==> src/hdl/assert_macros.svh <==
// ----------------------------------------------------------------------------
// assert_macros.svh
// Shared concurrent assertion macros for the calendar clock block.
// ----------------------------------------------------------------------------
`ifndef ASSERT_MACROS_SVH
`define ASSERT_MACROS_SVH

// Implication checked at every rising clock edge, quiet during reset
`define ASSERT_CLK(name, clk, rst, prop, msg) \
   name: assert property (@(posedge clk) disable iff (rst) (prop)) else $error(msg);

// Same check, also live while reset is asserted
`define ASSERT_CLK_ALWAYS(name, clk, prop, msg) \
   name: assert property (@(posedge clk) (prop)) else $error(msg);

`endif

==> src/hdl/cca_pkg.sv <==
// ----------------------------------------------------------------------------
// cca_pkg
// Types, codes and calendar helpers for the calendar clock advance block.
// ----------------------------------------------------------------------------
package cca_pkg;

   // Request codes
   localparam logic REQ_ADVANCE = 1'b0;
   localparam logic REQ_LOAD    = 1'b1;

   // Month codes, January is zero
   localparam logic [3:0] JANUARY   = 4'd0;
   localparam logic [3:0] FEBRUARY  = 4'd1;
   localparam logic [3:0] MARCH     = 4'd2;
   localparam logic [3:0] APRIL     = 4'd3;
   localparam logic [3:0] MAY       = 4'd4;
   localparam logic [3:0] JUNE      = 4'd5;
   localparam logic [3:0] JULY      = 4'd6;
   localparam logic [3:0] AUGUST    = 4'd7;
   localparam logic [3:0] SEPTEMBER = 4'd8;
   localparam logic [3:0] OCTOBER   = 4'd9;
   localparam logic [3:0] NOVEMBER  = 4'd10;
   localparam logic [3:0] DECEMBER  = 4'd11;

   localparam logic [13:0] YEAR_MAX = 14'd9999;

   // Reciprocal of 25 scaled by 2^17, exact for every 14-bit year
   localparam logic [12:0] RECIP_25  = 13'd5243;
   localparam int          RECIP_SHR = 17;

   typedef struct packed {
      logic        req_type;
      logic [5:0]  delta_seconds;
      logic [13:0] load_year;
      logic [3:0]  load_month;
      logic [4:0]  load_day;
      logic [4:0]  load_hour;
      logic [5:0]  load_minute;
      logic [5:0]  load_second;
   } req_payload_type;

   typedef struct packed {
      logic [13:0] year_out;
      logic [3:0]  month_out;
      logic [4:0]  day_out;
      logic [4:0]  hour_out;
      logic [5:0]  minute_out;
      logic [5:0]  second_out;
   } rsp_payload_type;

   // Gregorian leap rule; divisibility by 100 and 400 split into 4/16 and 25
   function automatic logic is_leap(input logic [13:0] year);
      logic [26:0] prod;
      logic [9:0]  quot;
      logic [14:0] back;
      logic        div25;
      prod  = 27'(year) * 27'(RECIP_25);
      quot  = prod[26:RECIP_SHR];
      back  = 15'({quot, 4'b0000}) + 15'({quot, 3'b000}) + 15'(quot);
      div25 = (back == 15'(year));
      return ((year[1:0] == 2'b00) && !div25) || ((year[3:0] == 4'b0000) && div25);
   endfunction

   // Days in a month; zero for codes past December (no day check there)
   function automatic logic [4:0] month_length(input logic [3:0] month,
                                               input logic       leap);
      logic [4:0] len;
      unique case (month)
         JANUARY, MARCH, MAY, JULY,
         AUGUST, OCTOBER, DECEMBER: len = 5'd31;
         APRIL, JUNE, SEPTEMBER, NOVEMBER: len = 5'd30;
         FEBRUARY: len = leap ? 5'd29 : 5'd28;
         default: len = 5'd0;
      endcase
      return len;
   endfunction

endpackage

==> src/hdl/cca_ifs.sv <==
// ----------------------------------------------------------------------------
// cca_ifs
// Valid/ready channels for requests and responses of the calendar clock.
// ----------------------------------------------------------------------------
interface cca_req_if;
   logic                     valid;
   logic                     ready;
   cca_pkg::req_payload_type payload;

   modport source (output valid, output payload, input ready);
   modport sink   (input valid, input payload, output ready);
endinterface

interface cca_rsp_if;
   logic                     valid;
   logic                     ready;
   cca_pkg::rsp_payload_type payload;

   modport source (output valid, output payload, input ready);
   modport sink   (input valid, input payload, output ready);
endinterface

==> src/hdl/calendar_clock_advance.sv <==
// ----------------------------------------------------------------------------
// calendar_clock_advance
// Calendar time keeper: advance by up to 63 seconds or load a full time.
// ----------------------------------------------------------------------------
// Each request is accepted, the new time is worked out in a single pass
// of carry logic (second, minute, hour, day, month, year) from the time
// registers, and the result lands in the response register on the same
// edge that updates the time. A request is taken in every cycle in which
// the response register is empty or being drained, so throughput is one
// request per clock. The leap-year test uses one small constant multiply
// on the current year. After reset the time is 0000-January-01 00:00:00.

`include "assert_macros.svh"

module calendar_clock_advance (
   input logic      clock,
   input logic      reset,
   cca_req_if.sink  req_port,
   cca_rsp_if.source rsp_port
);

   cca_pkg::rsp_payload_type time_ff, time_in;
   cca_pkg::rsp_payload_type rsp_data_ff;
   logic                     rsp_valid_ff, rsp_valid_in;
   logic                     req_fire;

   logic [6:0]  sec_sum;
   logic [5:0]  sec_new;
   logic [1:0]  sec_carry;
   logic [6:0]  min_sum;
   logic [5:0]  min_new;
   logic        min_carry;
   logic [5:0]  hour_sum;
   logic [4:0]  hour_new;
   logic        hour_carry;
   logic [5:0]  day_sum;
   logic [4:0]  month_len;
   logic [4:0]  month_sum;
   logic [14:0] year_sum;
   cca_pkg::rsp_payload_type adv_time;

   // Take a request whenever the response slot is free or draining
   assign req_port.ready = !rsp_valid_ff || rsp_port.ready;
   assign req_fire       = req_port.valid && req_port.ready;

   // Seconds: sum reaches at most 126, so carry is 0, 1 or 2
   always_comb begin
      sec_sum = {1'b0, time_ff.second_out} + {1'b0, req_port.payload.delta_seconds};
      if (sec_sum >= 7'd120) begin
         sec_carry = 2'd2;
         sec_new   = 6'(sec_sum - 7'd120);
      end else if (sec_sum >= 7'd60) begin
         sec_carry = 2'd1;
         sec_new   = 6'(sec_sum - 7'd60);
      end else begin
         sec_carry = 2'd0;
         sec_new   = sec_sum[5:0];
      end
   end

   // Minutes and hours: each carries at most once
   always_comb begin
      min_sum   = {1'b0, time_ff.minute_out} + 7'(sec_carry);
      min_carry = (min_sum >= 7'd60);
      min_new   = min_carry ? 6'(min_sum - 7'd60) : min_sum[5:0];

      hour_sum   = {1'b0, time_ff.hour_out} + 6'(min_carry);
      hour_carry = (hour_sum > 6'd23);
      hour_new   = hour_carry ? 5'(hour_sum - 6'd24) : hour_sum[4:0];
   end

   // Days, month rollover and year wrap
   always_comb begin
      day_sum   = {1'b0, time_ff.day_out} + 6'(hour_carry);
      month_len = cca_pkg::month_length(time_ff.month_out,
                                        cca_pkg::is_leap(time_ff.year_out));
      month_sum = {1'b0, time_ff.month_out};
      if ((month_len != 5'd0) && (day_sum > {1'b0, month_len})) begin
         month_sum = month_sum + 5'd1;
         day_sum   = 6'd1;
      end
      year_sum = {1'b0, time_ff.year_out};
      if (month_sum > 5'(cca_pkg::DECEMBER)) begin
         year_sum  = year_sum + 15'd1;
         month_sum = 5'(cca_pkg::JANUARY);
      end
      if (year_sum > {1'b0, cca_pkg::YEAR_MAX}) begin
         year_sum = 15'd0;
      end

      adv_time.year_out   = year_sum[13:0];
      adv_time.month_out  = month_sum[3:0];
      adv_time.day_out    = day_sum[4:0];
      adv_time.hour_out   = hour_new;
      adv_time.minute_out = min_new;
      adv_time.second_out = sec_new;
   end

   // Select load or advance for the next time
   always_comb begin
      time_in = time_ff;
      if (req_fire) begin
         if (req_port.payload.req_type == cca_pkg::REQ_LOAD) begin
            time_in.year_out   = req_port.payload.load_year;
            time_in.month_out  = req_port.payload.load_month;
            time_in.day_out    = req_port.payload.load_day;
            time_in.hour_out   = req_port.payload.load_hour;
            time_in.minute_out = req_port.payload.load_minute;
            time_in.second_out = req_port.payload.load_second;
         end else begin
            time_in = adv_time;
         end
      end
   end

   // Response slot fills on accept, drains on handshake
   always_comb begin
      rsp_valid_in = rsp_valid_ff;
      if (req_fire) begin
         rsp_valid_in = 1'b1;
      end else if (rsp_port.ready) begin
         rsp_valid_in = 1'b0;
      end
   end

   // Hold time registers; reset to January 1st, year zero
   always_ff @(posedge clock) begin
      if (reset) begin
         time_ff.year_out   <= '0;
         time_ff.month_out  <= cca_pkg::JANUARY;
         time_ff.day_out    <= 5'd1;
         time_ff.hour_out   <= '0;
         time_ff.minute_out <= '0;
         time_ff.second_out <= '0;
         rsp_valid_ff       <= 1'b0;
      end else begin
         time_ff      <= time_in;
         rsp_valid_ff <= rsp_valid_in;
      end
   end

   // Capture the response payload
   always_ff @(posedge clock) begin
      if (req_fire) begin
         rsp_data_ff <= time_in;
      end
   end

   assign rsp_port.valid   = rsp_valid_ff;
   assign rsp_port.payload = rsp_data_ff;

   // Checks
   `ASSERT_CLK(a_fire_fills_rsp, clock, reset,
      req_fire |=> rsp_valid_ff,
      "accepted request produced no response")
   `ASSERT_CLK(a_rsp_matches_time, clock, reset,
      rsp_valid_ff |-> (rsp_data_ff == time_ff),
      "pending response differs from held time")
   `ASSERT_CLK(a_year_moves_on_roll, clock, reset,
      (req_fire && (req_port.payload.req_type == cca_pkg::REQ_ADVANCE)) |=>
         ((time_ff.year_out == $past(time_ff.year_out)) ||
          (time_ff.month_out == cca_pkg::JANUARY) || (time_ff.year_out == 14'd0)),
      "year changed without a year rollover")
   `ASSERT_CLK(a_idle_holds_time, clock, reset,
      !req_fire |=> (time_ff == $past(time_ff)),
      "time changed without a request")

endmodule

==> src/flat_wrapper.sv <==
// flat-port wrapper written by rule: the top's interface ports become plain ports
module calendar_clock_advance_flat 
  (clock, reset, req_port_valid, req_port_payload, req_port_ready, rsp_port_valid, rsp_port_payload, rsp_port_ready);
  cca_req_if req_port_i ();
  cca_rsp_if rsp_port_i ();
  input logic clock;
  input logic reset;
  input wire logic [$bits(req_port_i.valid)-1:0] req_port_valid;
  input wire logic [$bits(req_port_i.payload)-1:0] req_port_payload;
  output wire logic [$bits(req_port_i.ready)-1:0] req_port_ready;
  output wire logic [$bits(rsp_port_i.valid)-1:0] rsp_port_valid;
  output wire logic [$bits(rsp_port_i.payload)-1:0] rsp_port_payload;
  input wire logic [$bits(rsp_port_i.ready)-1:0] rsp_port_ready;
  assign req_port_i.valid = req_port_valid;
  assign req_port_i.payload = req_port_payload;
  assign req_port_ready = req_port_i.ready;
  assign rsp_port_valid = rsp_port_i.valid;
  assign rsp_port_payload = rsp_port_i.payload;
  assign rsp_port_i.ready = rsp_port_ready;
  calendar_clock_advance u_core (.clock(clock), .reset(reset), .req_port(req_port_i), .rsp_port(rsp_port_i));
endmodule
==> config.mk <==
export PLATFORM = sky130hd
export DESIGN_NAME = calendar_clock_advance_flat
export DESIGN_NICKNAME = d
export VERILOG_FILES = /design/src/hdl/cca_pkg.sv /design/src/hdl/cca_ifs.sv /design/src/hdl/calendar_clock_advance.sv /design/src/flat_wrapper.sv
export VERILOG_INCLUDE_DIRS = /design/src /design/src/hdl
export SDC_FILE = /design/constraint.sdc
export NUM_CORES = 1
export LEC_CHECK = 0
export BUFFER_PORTS_ARGS = -buffer_cell sky130_fd_sc_hd__buf_2
export CORE_ASPECT_RATIO = 1.25
export CORE_MARGIN = 8
export CORE_UTILIZATION = 60
export DETAILED_ROUTE_END_ITERATION = 7
export PLACE_DENSITY = 0.81
export RECOVER_POWER = 25
export SLEW_MARGIN = 20
export SYNTH_ARGS = -nofsm -noshare
export SYNTH_HDL_FRONTEND = slang
export SYNTH_SLANG_ARGS = --single-unit
==> constraint.sdc <==
create_clock -name clock -period 12.4 [get_ports clock]
set_clock_uncertainty 0.2 [all_clocks]
set_input_delay 0.62 -clock clock [delete_from_list [all_inputs] [get_ports clock]]
set_output_delay 0.62 -clock clock [all_outputs]
set_load 0.01 [all_outputs]
==> qor.tcl <==
set qor(io_buffers) 92
set qor(critical_path_arrival_ns) 11.51
set qor(fin_tns_setup_ns) 0
set qor(chipHeight_um) 154
set qor(die_width_um) 126
set qor(syn-num-nets) 1238
set qor(insertedDiodeCount) 0
set qor(pre_cts_ws_ns) 0.833
set qor(hpwlAfterDp_mm) 17.8
set qor(reg2reg_from) {u_core.time_ff[32]$_SDFF_PP0_}
set qor(worst_r2r_endpoint) {u_core.rsp_port.payload[28]$_DFFE_PP_}
set qor(track_usage_pct) 23.0
set qor(worst_ep_required_time_ns) 12.37
set qor(clock_tree.root_cell) {sky130_fd_sc_hd__clkbuf_16}
set qor(max_freq_mhz) 86.7
set qor(grt_start_max_net_pins) 57
set qor(via_count) 7226
set qor(numClockSinks) 81
set qor(clock_tree.htree_level_count) 3
set qor(synth-async-reset-ratio_pct) 0
set qor(cp.buffers_inverters) 7
set qor(drt_first_iter_violations) 481
set qor(detail_route.first_pass.iterations) 5
set qor(route.detailed.wl_per_inst_um) 18.1
set qor(cts.clk_slew.worst_paths_ns) 0.07
set qor(vias_per_cell) 5.85
set qor(yosys_most_used_dff) {sky130_fd_sc_hd__dfxtp_1}
set qor(hp-start) {u_core.time_ff[5]$_SDFF_PP0_}
set qor(setup.reg_to_reg.worst_slack_ns) 0.86
set qor(setup_viol) 0
set qor(synth_seq_cells) 81
set qor(first_pass_grt_wire_length_mm) 36.2
set qor(total_die_area_um2) 19500
set qor(worst_hold_path_class) {reg -> reg}
set qor(detail_route.wirelength_mm) 22.4
set qor(design.portCount) 93
set qor(reg2regPathDepth) 44
set qor(finish.net_count) 1320
set qor(instances_no_fill) 1236
set qor(place_area_um2) 9780
set qor(layout_setup_ws_ns) 0.863
set qor(post_synth_instance_area_um2) 9160
set qor(synth.yosys.warnings) 0
set qor(design.core.area_um2) 15000
set qor(numCtsBuffers) 9
set qor(timing.critical_path.from_type) {register}
set qor(clock_latency_ns) 0.33
set qor(initial_core_util_pct) 61.2
set qor(cts_resized) 0
set qor(cts.path.max_buffers) 2
set qor(critical-path-top-delay-family) {compound AO/OA/AOI/OAI gates}
set qor(status) {finished, violations left}
set qor(worstHoldPathCells) 2
set qor(timing.final.max_slew_violations) 47
set qor(drtAntennaViolNets) 0
set qor(synth_top_area_share_pct) 20.2
set qor(relSlewSlack_pct) -49.9
set qor(netlist_top_cells_area) {sky130_fd_sc_hd__ha_1 20%, sky130_fd_sc_hd__fa_1 16%, sky130_fd_sc_hd__edfxtp_1 13%, sky130_fd_sc_hd__dfxtp_1 9.0%, sky130_fd_sc_hd__inv_1 6.0%}
set qor(post_route_cells_drive_above_1_share_pct) 10.1
set qor(synth.distinct_cells) 72
set qor(ys_seq_area_share_pct) 22.1
set qor(whs_endpoint) {u_core.time_ff[5]$_SDFF_PP0_}
set qor(worst_slew_pin_slew_ns) 2.25
set qor(total_power_mw) 1.24
set qor(synth_cells) 967
set qor(postCtsHoldBufs) 0
set qor(dp.cells) 1220
set qor(synth_edf_count) 40
set qor(slowest_delay_ns) 0.72
set qor(violations_in_the_final_reports) {capacitance limit, slew limit}
set qor(yosysTopAreaCell) {sky130_fd_sc_hd__ha_1}
set qor(fillCellCount) 1160
set qor(power_density_nw_per_um2) 124
set qor(post-route-drc-count) 0
set qor(post-cts-setup-buffers) 0
set qor(period_utilization_pct) 93.0
set qor(max-vdd-ir-drop_v) 0.0000726
set qor(area_growth_syn_to_layout_pct) 9.59
set qor(grt_antenna_before_repair) 0
set qor(syn_area_per_cell_um2) 9.47
set qor(shortest_clock_period_the_worst_path_allows_after_layout_ns) 11.54
set qor(endpoint_kind) {register}
set qor(leakage_nw) 5.09
set qor(cpMostUsedCell) {sky130_fd_sc_hd__inv_1}
set qor(path_class) {reg -> reg}
set qor(hold_viol) 0
set qor(cts_tree) {yes}
set qor(maxCapViolations) 1
set qor(rsz0062_at_grt) {no}
set qor(post-route-cell-area_um2) 10000
set qor(crit_slowest_cell) {sky130_fd_sc_hd__dfxtp_1}
set qor(worst-path-max-fanout) 11
set qor(grt_ovf) 0
set qor(placementRows) 50
set qor(place_congestion) 0.918
set qor(grt_pass1_vias) 7344
==> worst max path at each step <==
stage / from / to / slack [ns] / cells past startpoint
floorplan: u_core.time_ff[33]$_SDFF_PP0_ / u_core.rsp_port.payload[30]$_DFFE_PP_ / 2.18 / 45
global placement: u_core.time_ff[32]$_SDFF_PP0_ / u_core.rsp_port.payload[32]$_DFFE_PP_ / 1.12 / 43
detailed placement: u_core.time_ff[32]$_SDFF_PP0_ / u_core.rsp_port.payload[34]$_DFFE_PP_ / 0.83 / 44
CTS: u_core.time_ff[32]$_SDFF_PP0_ / u_core.rsp_port.payload[34]$_DFFE_PP_ / 0.80 / 44
global route: u_core.time_ff[32]$_SDFF_PP0_ / u_core.rsp_port.payload[30]$_DFFE_PP_ / 0.0003 / 44
finish: u_core.time_ff[32]$_SDFF_PP0_ / u_core.rsp_port.payload[28]$_DFFE_PP_ / 0.86 / 44
==> layout by cell type, fill, tap and decap left out, drive strengths merged, types with 5 or more instances in the layout <==
cell / netlist / final
nor2: 26 / 26
nand3: 34 / 34
o21ai: 41 / 41
a21o: 19 / 19
a211oi: 12 / 12
nand2b: 9 / 9
a31oi: 19 / 19
mux2i: 9 / 9
nand2: 64 / 64
inv: 146 / 146
dfxtp: 41 / 41
o211ai: 10 / 10
ha: 148 / 148
clkbuf: 22 / 49
clkinv: 1 / 7
xnor2: 36 / 36
fa: 72 / 72
o31ai: 5 / 5
a21oi: 47 / 47
xor2: 19 / 19
o21bai: 6 / 6
o21a: 6 / 6
nor2b: 21 / 21
edfxtp: 40 / 40
nand4: 9 / 9
nor3: 16 / 16
nor4: 5 / 5
buf: 8 / 61
and2: 7 / 7
and3: 14 / 14
==> final cells by class <==
type	instances	area, um^2	share of cell area (%)
Multi-Input combinational cell	709	6460	64.4
Sequential cell	81	2020	20.2
Tap cell	182	228	2.27
Clock buffer	9	225	2.24
Inverter	147	552	5.50
Timing Repair Buffer	101	478	4.76
Clock inverter	7	71.3	0.711
==> registers in the layout, indices dropped and copies added (netlist names) <==
signal                   cells
u_core.time_ff              40
u_core.rsp_port.valid        1
u_core.rsp_port.payload     40
==> layer usage <==
layer  GRT usage [%]  share of wire, %  vias to the layer above
li1                -                 -                     3509
met1            26.1                40                     3445
met2            41.8                52                      213
met3            2.77               4.6                       59
met4            10.7               3.9                        0
met5               0                 0                        -
==> cells by family (layout without fill, tap and decap cells) <==
| family | after synthesis | count (layout) | synth area share, % |
|---|---|---|---|
| adders and majority gates | 220 | 220 | 36.0 |
| and+or+nand+nor | 218 | 218 | 12.1 |
| AOI/OAI and AO/OA | 203 | 203 | 15.6 |
| buffers and inverters | 177 | 264 | 7.49 |
| DFF | 81 | 81 | 22.1 |
| xor gates and xnor gates | 55 | 55 | 5.26 |
| muxes | 13 | 13 | 1.48 |
==> power breakdown <==
group          switching (mW)  internal (mW)
Combinational           0.366          0.280
Clock                   0.109          0.156
Sequential             0.0236          0.307
Total                   0.499          0.743
==> worst min-delay path, delay by kind of cell, from the launching register on <==
family | cells | cell delay (ns)
flip-flops | 1 | 0.32
AO/OA/AOI/OAI | 1 | 0.06
AND/OR/NAND/NOR | 1 | 0.07
==> cell usage after synthesis, types with 12 or more instances <==
library cell                 n
sky130_fd_sc_hd__a21o_1     19
sky130_fd_sc_hd__nor2_1     26
sky130_fd_sc_hd__fa_1       72
sky130_fd_sc_hd__o21ai_0    39
sky130_fd_sc_hd__dfxtp_1    41
sky130_fd_sc_hd__nor3_1     16
sky130_fd_sc_hd__a21oi_1    46
sky130_fd_sc_hd__edfxtp_1   40
sky130_fd_sc_hd__nand3_1    34
sky130_fd_sc_hd__nand2_1    64
sky130_fd_sc_hd__clkbuf_1   22
sky130_fd_sc_hd__and3_1     12
sky130_fd_sc_hd__nor2b_1    21
sky130_fd_sc_hd__xnor2_1    36
sky130_fd_sc_hd__inv_1     146
sky130_fd_sc_hd__ha_1      148
sky130_fd_sc_hd__a31oi_1    19
sky130_fd_sc_hd__xor2_1     19
==> metrics by stage <==
stage          util, %  hold slack (ns)
2_1_floorplan        -            0.262
3_3_place_gp      65.4            0.286
3_5_place_dp      65.4            0.292
4_1_cts           67.4            0.300
5_1_grt           67.1            0.333
6_report          67.1            0.297
Note: power is estimated with default switching activity, not from simulation.
